[config.mk]
export PLATFORM = sky130hd
export DESIGN_NAME = sorted_expiry_priority_queue
export DESIGN_NICKNAME = d
export VERILOG_FILES = /design/src/sepq_pkg.sv /design/src/sepq_mem.sv /design/src/sepq_ctrl.sv /design/src/sorted_expiry_priority_queue.sv
export SDC_FILE = /design/constraint.sdc
export NUM_CORES = 2
export LEC_CHECK = 0
export ABC_CLOCK_PERIOD_IN_PS = 8750
export BUFFER_PORTS_ARGS = -buffer_cell sky130_fd_sc_hd__buf_2
export CAP_MARGIN = 0
export CORE_MARGIN = 3
export CORE_UTILIZATION = 27
export CTS_CLUSTER_DIAMETER = 50
export DETAILED_ROUTE_END_ITERATION = 7
export GPL_TIMING_DRIVEN = 0
export PLACE_DENSITY = 0.52
export SYNTH_ARGS = -nofsm -noshare
export SYNTH_HDL_FRONTEND = slang
export SYNTH_SLANG_ARGS = --single-unit
[constraint.sdc]
create_clock -name clock -period 8.75 [get_ports clock]
set_input_delay 1.75 -clock clock [delete_from_list [all_inputs] [get_ports clock]]
set_output_delay 1.75 -clock clock [all_outputs]
set_load 0.005 [all_outputs]
[src/sepq_pkg.sv]
// Shared types and codes for the sorted expiry priority queue.
// No dependencies; every other file imports this package.
`timescale 1ns / 1ps
`default_nettype none

package sepq_pkg;

   typedef enum logic [1:0] {
      OP_INSERT   = 2'd0,
      OP_POP_HEAD = 2'd1,
      OP_POP_TAIL = 2'd2,
      OP_REMOVE   = 2'd3
   } op_type;

   typedef enum logic [1:0] {
      ST_OK       = 2'd0,
      ST_EMPTY    = 2'd1,
      ST_FULL     = 2'd2,
      ST_NOTFOUND = 2'd3
   } status_type;

   typedef enum logic [2:0] {
      S_IDLE,
      S_INS_WALK,
      S_SCAN,
      S_SHIFT,
      S_RESP
   } state_type;

   typedef struct packed {
      logic [15:0] id;
      logic [19:0] expiry;
      logic [31:0] payload;
   } entry_type;

   typedef struct packed {
      op_type      req_type;
      logic [15:0] item_id;
      logic [19:0] item_expiry;
      logic [31:0] item_payload;
   } req_word_type;

   typedef struct packed {
      logic [15:0] out_id;
      logic [19:0] out_expiry;
      logic [31:0] out_payload;
      status_type  status;
      logic [5:0]  count;
   } rsp_word_type;

endpackage

`default_nettype wire

[src/sepq_mem.sv]
// Slot storage: one write port, one read port, registered read data.
// Depends on sepq_pkg for the entry layout.
`timescale 1ns / 1ps
`default_nettype none

module sepq_mem import sepq_pkg::*; #(
   parameter int DEPTH = 32,
   parameter int AW    = 5
) (
   input  wire logic          clock,
   input  wire logic          reset,
   input  wire logic          wr_en,
   input  wire logic [AW-1:0] wr_addr,
   input  wire entry_type     wr_data,
   input  wire logic          rd_en,
   input  wire logic [AW-1:0] rd_addr,
   output entry_type          rd_data
);

   entry_type mem_ff [DEPTH];
   entry_type rd_data_ff;

   always_ff @(posedge clock) begin
      if (wr_en) begin
         mem_ff[wr_addr] <= wr_data;
      end
   end

   always_ff @(posedge clock) begin
      if (rd_en) begin
         rd_data_ff <= mem_ff[rd_addr];
      end
   end

   assign rd_data = rd_data_ff;

`ifndef SYNTHESIS
   // shifting never reads the slot being overwritten in the same cycle
   a_no_rw_collision: assert property (@(posedge clock) disable iff (reset)
      (wr_en && rd_en) |-> (wr_addr != rd_addr))
      else $error("read and write hit the same slot");
`endif

endmodule

`default_nettype wire

[src/sepq_ctrl.sv]
// Request sequencer: sorted insert walk, head/tail/id scan and gap-closing shift.
// Depends on sepq_pkg; drives the ports of sepq_mem.
`timescale 1ns / 1ps
`default_nettype none

module sepq_ctrl import sepq_pkg::*; #(
   parameter int DEPTH = 32,
   parameter int CW    = 6,
   parameter int AW    = 5
) (
   input  wire logic          clock,
   input  wire logic          reset,
   input  wire logic          start,
   input  wire req_word_type  req,
   input  wire logic [5:0]    max_entries,
   input  wire logic          out_free,
   output logic               idle,
   output logic               done,
   output rsp_word_type       rsp,
   output logic               wr_en,
   output logic [AW-1:0]      wr_addr,
   output entry_type          wr_data,
   output logic               rd_en,
   output logic [AW-1:0]      rd_addr,
   input  wire entry_type     rd_data
);

   localparam int WW = CW + 6;
   localparam logic [WW-1:0] DEPTH_W = WW'(DEPTH);
   localparam logic [CW-1:0] DEPTH_C = CW'(DEPTH);

   state_type    state_ff, state_in;
   req_word_type req_ff, req_in;
   logic [CW-1:0] occ_ff, occ_in;
   logic [CW-1:0] idx_ff, idx_in;
   entry_type    ent_ff, ent_in;
   status_type   stat_ff, stat_in;

   logic [WW-1:0] max_w, cap_w, occ_w;
   logic          full;
   logic          rd_want;
   logic [CW-1:0] rd_idx;
   logic [CW-1:0] wr_idx;
   logic [CW-1:0] idx_plus1;
   logic          hit;
   entry_type     new_ent;

   // capacity in use: zero acts as one, anything above the built depth clamps
   assign max_w = WW'(max_entries);
   assign occ_w = WW'(occ_ff);
   always_comb begin
      if (max_w == '0) begin
         cap_w = WW'(1);
      end else if (max_w > DEPTH_W) begin
         cap_w = DEPTH_W;
      end else begin
         cap_w = max_w;
      end
   end
   assign full = (occ_w >= cap_w);

   assign idx_plus1 = idx_ff + 1'b1;
   assign hit = (req_ff.req_type != OP_REMOVE) || (rd_data.id == req_ff.item_id);
   assign new_ent = '{id: req_ff.item_id, expiry: req_ff.item_expiry,
                      payload: req_ff.item_payload};

   always_comb begin
      state_in = state_ff;
      req_in   = req_ff;
      occ_in   = occ_ff;
      idx_in   = idx_ff;
      ent_in   = ent_ff;
      stat_in  = stat_ff;
      rd_want  = 1'b0;
      rd_idx   = idx_ff;
      wr_en    = 1'b0;
      wr_idx   = idx_ff;
      wr_data  = rd_data;
      done     = 1'b0;

      unique case (state_ff)
         S_IDLE: begin
            if (start) begin
               req_in  = req;
               ent_in  = '0;
               stat_in = ST_OK;
               if (req.req_type == OP_INSERT) begin
                  if (full) begin
                     stat_in  = ST_FULL;
                     state_in = S_RESP;
                  end else begin
                     // walk down from the free slot at the tail
                     idx_in   = occ_ff;
                     rd_want  = (occ_ff != '0);
                     rd_idx   = occ_ff - 1'b1;
                     state_in = S_INS_WALK;
                  end
               end else if (occ_ff == '0) begin
                  stat_in  = ST_EMPTY;
                  state_in = S_RESP;
               end else begin
                  rd_want  = 1'b1;
                  state_in = S_SCAN;
                  if (req.req_type == OP_POP_TAIL) begin
                     idx_in = occ_ff - 1'b1;
                     rd_idx = occ_ff - 1'b1;
                  end else begin
                     idx_in = '0;
                     rd_idx = '0;
                  end
               end
            end
         end

         S_INS_WALK: begin
            // rd_data holds slot idx-1; equal keys stay ahead of the new word
            wr_en  = 1'b1;
            wr_idx = idx_ff;
            if ((idx_ff != '0) && (req_ff.item_expiry < rd_data.expiry)) begin
               wr_data = rd_data;
               idx_in  = idx_ff - 1'b1;
               rd_want = (idx_ff > CW'(1));
               rd_idx  = idx_ff - 1'b1 - 1'b1;
            end else begin
               wr_data  = new_ent;
               occ_in   = occ_ff + 1'b1;
               state_in = S_RESP;
            end
         end

         S_SCAN: begin
            // rd_data holds slot idx; next slot is fetched ahead
            rd_want = 1'b1;
            rd_idx  = idx_plus1;
            if (hit) begin
               ent_in   = rd_data;
               state_in = S_SHIFT;
            end else if (idx_plus1 == occ_ff) begin
               stat_in  = ST_NOTFOUND;
               state_in = S_RESP;
            end else begin
               idx_in = idx_plus1;
            end
         end

         S_SHIFT: begin
            // rd_data holds slot idx+1 while it is below occupancy
            if (idx_plus1 < occ_ff) begin
               wr_en   = 1'b1;
               wr_idx  = idx_ff;
               wr_data = rd_data;
               idx_in  = idx_plus1;
               rd_want = 1'b1;
               rd_idx  = idx_plus1 + 1'b1;
            end else begin
               occ_in   = occ_ff - 1'b1;
               state_in = S_RESP;
            end
         end

         S_RESP: begin
            done = out_free;
            if (out_free) begin
               state_in = S_IDLE;
            end
         end

         default: begin
            state_in = S_IDLE;
         end
      endcase
   end

   assign rd_en   = rd_want && (rd_idx < DEPTH_C);
   assign rd_addr = rd_idx[AW-1:0];
   assign wr_addr = wr_idx[AW-1:0];
   assign idle    = (state_ff == S_IDLE);

   assign rsp.out_id      = ent_ff.id;
   assign rsp.out_expiry  = ent_ff.expiry;
   assign rsp.out_payload = ent_ff.payload;
   assign rsp.status      = stat_ff;
   assign rsp.count       = occ_w[5:0];

   always_ff @(posedge clock) begin
      if (reset) begin
         state_ff <= S_IDLE;
         occ_ff   <= '0;
         idx_ff   <= '0;
      end else begin
         state_ff <= state_in;
         occ_ff   <= occ_in;
         idx_ff   <= idx_in;
      end
   end

   always_ff @(posedge clock) begin
      req_ff  <= req_in;
      ent_ff  <= ent_in;
      stat_ff <= stat_in;
   end

`ifndef SYNTHESIS
   a_occ_bound: assert property (@(posedge clock) disable iff (reset)
      occ_ff <= DEPTH_C)
      else $error("occupancy above built depth");

   a_wr_only_walking: assert property (@(posedge clock) disable iff (reset)
      wr_en |-> (state_ff == S_INS_WALK || state_ff == S_SHIFT))
      else $error("slot write outside insert walk or shift");

   a_start_busy: assert property (@(posedge clock) disable iff (reset)
      start |=> (state_ff != S_IDLE))
      else $error("accepted request did not start");
`endif

endmodule

`default_nettype wire

[src/sorted_expiry_priority_queue.sv]
// Sorted expiry priority queue: insert walks down, removal scans then shifts,
// one slot per cycle, before the response word is queued.
// One request in flight; with the output free a new request is taken the cycle
// after the response word is queued.
// Synchronous active-high reset empties the queue and sets max_entries to
// the built depth (at most 63); slot storage is not cleared.
`timescale 1ns / 1ps
`default_nettype none

module sorted_expiry_priority_queue import sepq_pkg::*; #(
   parameter int DEPTH = 32
) (
   input  wire logic         clock,
   input  wire logic         reset,
   input  wire logic         req_valid,
   output logic              req_ready,
   input  wire req_word_type req_data,
   output logic              rsp_valid,
   input  wire logic         rsp_ready,
   output rsp_word_type      rsp_data,
   input  wire logic         csr_wr_en,
   input  wire logic [5:0]   csr_wr_data
);

   localparam int CW = $clog2(DEPTH + 1);
   localparam int AW = (DEPTH > 1) ? $clog2(DEPTH) : 1;
   localparam logic [5:0] CAP_RESET = (DEPTH > 63) ? 6'd63 : 6'(DEPTH);

   logic [5:0]   max_entries_ff;
   logic         rsp_valid_ff;
   rsp_word_type rsp_data_ff;

   logic          start, idle, done, out_free;
   rsp_word_type  ctrl_rsp;
   logic          wr_en, rd_en;
   logic [AW-1:0] wr_addr, rd_addr;
   entry_type     wr_data, rd_data;

   assign req_ready = idle;
   assign start     = req_valid && req_ready;
   assign out_free  = !rsp_valid_ff || rsp_ready;

   sepq_ctrl #(.DEPTH(DEPTH), .CW(CW), .AW(AW)) u_ctrl (
      .clock       (clock),
      .reset       (reset),
      .start       (start),
      .req         (req_data),
      .max_entries (max_entries_ff),
      .out_free    (out_free),
      .idle        (idle),
      .done        (done),
      .rsp         (ctrl_rsp),
      .wr_en       (wr_en),
      .wr_addr     (wr_addr),
      .wr_data     (wr_data),
      .rd_en       (rd_en),
      .rd_addr     (rd_addr),
      .rd_data     (rd_data)
   );

   sepq_mem #(.DEPTH(DEPTH), .AW(AW)) u_mem (
      .clock   (clock),
      .reset   (reset),
      .wr_en   (wr_en),
      .wr_addr (wr_addr),
      .wr_data (wr_data),
      .rd_en   (rd_en),
      .rd_addr (rd_addr),
      .rd_data (rd_data)
   );

   always_ff @(posedge clock) begin
      if (reset) begin
         max_entries_ff <= CAP_RESET;
         rsp_valid_ff   <= 1'b0;
      end else begin
         if (csr_wr_en) begin
            max_entries_ff <= csr_wr_data;
         end
         if (done) begin
            rsp_valid_ff <= 1'b1;
         end else if (rsp_ready) begin
            rsp_valid_ff <= 1'b0;
         end
      end
   end

   always_ff @(posedge clock) begin
      if (done) begin
         rsp_data_ff <= ctrl_rsp;
      end
   end

   assign rsp_valid = rsp_valid_ff;
   assign rsp_data  = rsp_data_ff;

endmodule

`default_nettype wire
; After elaboration in Yosys (flattened, before gate mapping)
; Memories as Yosys holds them, arrays and structs flattened. A register that Yosys moved wholly into a read port is not among the register bits.
; Index checks and enable logic that the tools add are counted.
[word_totals]
reg_bits = 238
mem_bits_rw = 2176
memories = 1
[classes]
n_addsub = 6
magnitude_cmp = 6
eq_ne = 20
muxes = 56
n_reduce_logical = 22
[memory_table]
columns = memory, words, width, rd, rd_clocked_by_memory_dff, wr, line_no
row1 = u_mem.mem_ff, 32, 68, 1, 1, 1, sepq_mem.sv:20  ; entry_type mem_ff [DEPTH];
[op_table]
columns = operator, n
row1 = 2-to-1 mux 68 bit, 4
row2 = case mux 68 bit (2 select lines), 1
row3 = 2-to-1 mux 6 bit, 17
row4 = case mux 6 bit (4 select lines), 2
row5 = 2-to-1 mux 3 bit, 9
row6 = < comparator 20 bit, 1
row7 = adder 6 x 1 -> 6 bit (second input constant), 3
row8 = subtractor 6 x 1 -> 6 bit (second input constant), 3
row9 = == test 16 bit, 1
row10 = case mux 3 bit (5 select lines), 1
row11 = greater-or-equal comparator 6 x 12 -> 1 bit, 1
row12 = logical NOT 12 bit, 1
row13 = 2-to-1 mux 1 bit, 12
row14 = 2-to-1 mux 12 bit, 1
row15 = inequality test 2 x 1 -> 1 bit (second input constant), 6
row16 = case mux 6 bit (2 select lines), 1
row17 = nonzero test 6 bit, 2
row18 = 2-to-1 mux 2 bit, 5
row19 = inequality test 2 bit (second input constant), 5
row20 = AND reduction 7 bit, 1
row21 = == test 3 x 2 -> 1 bit (second input constant), 2
row22 = == test 6 bit, 1
row23 = greater-than comparator 6 x 1 -> 1 bit (second input constant), 1
row24 = greater-than comparator 6 bit (second input constant), 1
row25 = 22 further kinds, 28

; Depth between registers and ports, before layout
[depth]
word_depth = 10
depth_mapped = 21

; By module
; A second synthesis with hierarchy kept.
[hier_totals]
hier_cells = 4108
area_unflattened_um2 = 95580.4
[modules_own_cells]
columns = mod, instances, cells_each, area_each_um2, seq_area_each_um2
row1 = sepq_mem, 1, 3286, 84557.3, 67384.6
row2 = sepq_ctrl, 1, 722, 8481.9, 4504.3
row3 = sorted_expiry_priority_queue, 1, 100, 2541.2, 2422.3

; Worst setup path after synthesis
; OpenSTA, ideal clock, no wires.
[synth_timing]
kind = input to register
startpoint = in req_valid
endpoint = reg, netlist name u_mem.rd_data[0]
arrival_time_ns = 7.714
required_time_ns = 8.233
setup_slack_ns = 0.519
stages = 7
n_path_buf = 1
cell_sequence = or4b_1 clkbuf_1 inv_1 a311oi_1 a221oi_1 o21ai_0 a21oi_1
[synth_between]
elab_chain_len = 5
word_cells_on_any_way = 7
cone_classes = 1 x order compare / 4 x mux / 2 x reduce/logical
[synth_lines]
columns = element, line_no
row1 = "start, declared", sorted_expiry_priority_queue.sv:15  ; input wire logic req_valid,
row2 = logical AND 1 bit *, sorted_expiry_priority_queue.sv:40  ; assign start = req_valid && req_ready;
row3 = 2-to-1 mux 6 bit, sepq_ctrl.sv:83  ; if (start) begin
row4 = case mux 6 bit (4 select lines), sepq_ctrl.sv:81  ; unique case (state_ff)
row5 = < comparator 6 bit, sepq_ctrl.sv:174  ; assign rd_en = rd_want && (rd_idx < DEPTH_C);
row6 = logical AND 1 bit *, sepq_ctrl.sv:174
row7 = via rd_en, sorted_expiry_priority_queue.sv:35  ; logic wr_en, rd_en;
; The timed path passes the listed nets; every way through them passes the cells marked *.
; A chain may end at the register's enable or synchronous reset.

; Worst setup path in the final report
[layout_timing]
startpoint = reg, netlist name u_mem.rd_data[45]
endpoint = reg, netlist name u_mem.rd_data[61]
[layout_between]
elab_chain_len = 6
word_cells_on_any_way = 8
cone_classes = 2 x order compare / 4 x mux / 2 x reduce/logical
[layout_lines]
columns = element, line_no
row1 = < comparator 20 bit *, sepq_ctrl.sv:119  ; if ((idx_ff != '0) && (req_ff.item_expiry < rd_data.expiry)) begin
row2 = logical AND 1 bit *, sepq_ctrl.sv:119
row3 = 2-to-1 mux 6 bit, sepq_ctrl.sv:119
row4 = case mux 6 bit (4 select lines), sepq_ctrl.sv:81
row5 = < comparator 6 bit, sepq_ctrl.sv:174
row6 = logical AND 1 bit, sepq_ctrl.sv:174
; Mark *: on every way between the ends. The rest lies on a longest branch, timed or not.

==> results by group <==
CTS
  – H-tree lvl count: 5
  – Worst-Skew Late Latency: 0.87 ns
  – TritonCTS clock tree: built
  – Clock Sinks: 2482
  – CTS root buf: clkbuf_16
  – Setup bufs post-CTS: 0
  – # hold bufs at CTS: 0
  – Post_cts resized: 0
  – CTS Buf Count: 280
  – Clock buffer depth: 4
  – Worst-path clk slew: 0.06 ns

Yosys
  – Number of synthesized flops with an enable pin: 2460
  – Post-Syn Area per Cell: 16.5 sq um
  – Top cell type by total area after synthesis: edfxtp_1
  – Synth async-reset ratio: 0%
  – Synth Flop Type: edfxtp_1
  – Cell count after synthesis: 5911
  – Top cells by area, synth: edfxtp_1 76%, mux4_2 3.2%, mux2i_1 2.9%
  – Ys Warns: 0
  – Syn nets: 6032
  – Share of the synthesized area in the top cell type: 75.8%
  – Flop and latch count out of synthesis: ~2500
  – Post-synthesis sequential area ratio: 76.3%
  – Mapped Area: 97400 sq um
  – Distinct cell type count after synthesis: 70

GRT
  – GR Overflow Total: 0
  – First-pass GRT wire length: 450000 um
  – Largest net degree at the start of global routing: approximately 40
  – Initial antenna violation count: 20
  – Tot GR Track Use: 17.2%
  – Vias in the first global route: 57177

Finish
  – Layout cells sized above 1: approximately 16%
  – Commonest non-fill, non-tap cell in the layout: edfxtp_1
  – Most frequent cells in the layout: 2460 x edfxtp_1, 551 x nand3_1, 435 x a21oi_1, 324 x nand2_1
  – Post-layout utilization of the core: 32.3%
  – Layout net count: 6598
  – Area grow syn2layout: 18.5%

Power and ir drop
  – Power Density: 423 nW/um^2
  – Maximum VDD drop: 0.289 mV
  – Pleak: ~36 nW
  – Power, Total: 0.0489 W

Floorplan
  – Initial Util: 27.2%
  – Die area: 368000 sq um
  – FP Rows: 219
  – Core area: 358000 sq um
  – I/O pin count: 159
  – Die width: roughly 610 um
  – DIE HEIGHT: around 610 um

Setup path
  – CP max stage cell: a211oi_2
  – Crit path launch: u_mem.rd_data[45]
  – Startpoint Class: flop
  – Crit path arrival time: 8.76 ns
  – CP Max Fanout: 10
  – Most Frequent Cell on Critical Path: clkbuf_1
  – Worst-path cell chain: inv_1, ha_1, and4_1, o31ai_1, nand4_1, a211oi_2, nor3b_1, nor4b_1, o21ai_1, nand2b_1, clkbuf_1, clkbuf_1, clkbuf_1, a21oi_1, nor4_1
  – Crit Path Category: flop to flop
  – Worst r2r src: u_mem.rd_data[45]
  – Slowest stage delay, CP: between 1 and 1.5 ns
  – Setup crit end kind: flop
  – CP required: 9.23 ns

Timing
  – Setup TNS: 0 ns
  – Final WS setup: 0.473 ns
  – Fmax: approximately 120 MHz
  – Hold WS: 0.392 ns
  – Final setup skew: approximately 0.069 ns
  – Unrepaired setup endpoints after global routing: false
  – Max Slew Vio Count: 0
  – Final worst-path cycle share: 94.6%
  – Final Setup Violations: 0
  – Max_slew headroom: 2.84%
  – Worst slew pin tran: 1.46 ns
  – Period minus WS final: roughly 8.3 ns
  – Hold Fails Final Rpt: 0

Detailed routing
  – Routed vias: 58581
  – DR WL/cell: 28.4 um
  – Residual DRC: 0
  – Via/cell ratio: between 5 and 6
  – Drt total wl: 325000 um
  – DR iter-0 viols: 7384
  – DR pass1 iterations: 6
  – Detail Route Antenna Nets: 0

Outcome
  – Status: complete, no violations

Hold path
  – Worst min-delay path class: flop to flop
  – Worst hold start: u_ctrl.rsp[33]

Place
  – Place WS: 0.398 ns
  – GP Congestion: 0.876
  – # port buffers: 157
  – Detailed Place HPWL: ~230000 um

Flow run
  – Maxcap violations: 0
-- cells in the mapped netlist, drive strengths merged, types with 3 or more instances --
| cell type | n |
|---|---|
| nand4 | 6 |
| a21oi | 436 |
| edfxtp | 2460 |
| o22ai | 6 |
| o21ai | 20 |
| mux2 | 70 |
| nor2b | 5 |
| nor3 | 18 |
| a22oi | 5 |
| a22o | 3 |
| o31ai | 3 |
| and3 | 55 |
| inv | 41 |
| o21a | 4 |
| nand2b | 10 |
| mux2i | 279 |
| and4 | 5 |
| nand3 | 551 |
| and2 | 6 |
| o211ai | 273 |
| xor2 | 19 |
| nand2 | 324 |
| dfxtp | 22 |
| a211oi | 150 |
| nor2 | 112 |
| a221oi | 6 |
| or4 | 3 |
| nor4 | 74 |
| mux4 | 137 |
| clkbuf | 228 |
| a21o | 141 |
| xnor2 | 18 |
| buf | 197 |
| a31oi | 141 |
| a211o | 5 |
| or3 | 5 |
| ha | 40 |
-- path summary, 6_finish.rpt --
path,end,slack [ns],cells past startpoint
setup / recovery,u_mem.rd_data[61],0.47,15
hold / removal,rsp_data[33],0.39,0
setup reg to reg,u_mem.rd_data[61],0.47,15
hold reg to reg,rsp_data[33],0.39,0
-- power by group --
| part | leakage (nW) | total [W] | switching [W] | internal, W |
|---|---|---|---|---|
| Sequential | 22.4 | 0.0167 | 0.000499 | 0.0162 |
| Combinational | 9.31 | 0.0208 | 0.0154 | 0.00538 |
| Clock | 4.26 | 0.0114 | 0.00480 | 0.00663 |
| Total | 36.0 | 0.0489 | 0.0207 | 0.0282 |
-- area by class of cell --
| class | count | area (sq um) |
|---|---|---|
| fillers | 34601 | 242000 |
| clock buffers | 341 | 7420 |
| well taps | 4751 | 5940 |
| clock inverters | 135 | 1320 |
| plain buffers | 425 | 1930 |
| diodes | 13 | 32.5 |
| flip-flops and latches | 2482 | 74300 |
| multi-input cells | 2963 | 21300 |
| inverters | 41 | 156 |
| repair buffers | 284 | 3070 |
-- stage by stage --
| step | instances | area (sq um) |
|---|---|---|
| floorplan | 5911 | 97400 |
| global placement | 10819 | 104000 |
| detailed placement | 10946 | 107000 |
| CTS | 11422 | 115000 |
| global route | 11423 | 115000 |
| finish | 11435 | 115000 |
-- flip-flops by register name, summed over array words and instances, names as in the netlist --
register / flops
max_entries_ff: 6
rsp_data: 76
rsp_valid: 1
u_ctrl.idx_ff: 6
u_ctrl.new_ent: 68
u_ctrl.occ_ff: 6
u_ctrl.req_ff: 2
u_ctrl.rsp: 68
u_ctrl.stat_ff: 2
u_ctrl.state_ff: 3
u_mem.mem_ff: 2176
u_mem.rd_data: 68
-- routing by layer --
metal	routed length (um)	track usage, %
met1	133000	22.9
met2	155000	28.2
met3	24700	2.72
met4	12200	6.17
met5	0	0
-- cells by family after synthesis --
logic type               after synthesis  share of synthesized area, %
AO/OA/AOI/OAI                       1215                          8.10
XOR/XNOR                              37                         0.333
adder cells (fa/ha/maj)               40                         0.514
buffers and inverters                466                          2.12
flip-flops                          2482                          76.3
multiplexers                         486                          6.85
AND/OR/NAND/NOR                     1185                          5.80
-- critical path: cells and delay by family (launching register included) --
| kind | cells | cell delay [ns] |
|---|---|---|
| adders and majority gates | 1 | 0.32 |
| and+or+nand+nor | 6 | 1.89 |
| AOI/OAI and AO/OA | 4 | 2.62 |
| DFF | 1 | 0.43 |
| buffers and inverters | 4 | 2.58 |
(Power assumes the default switching activity.)
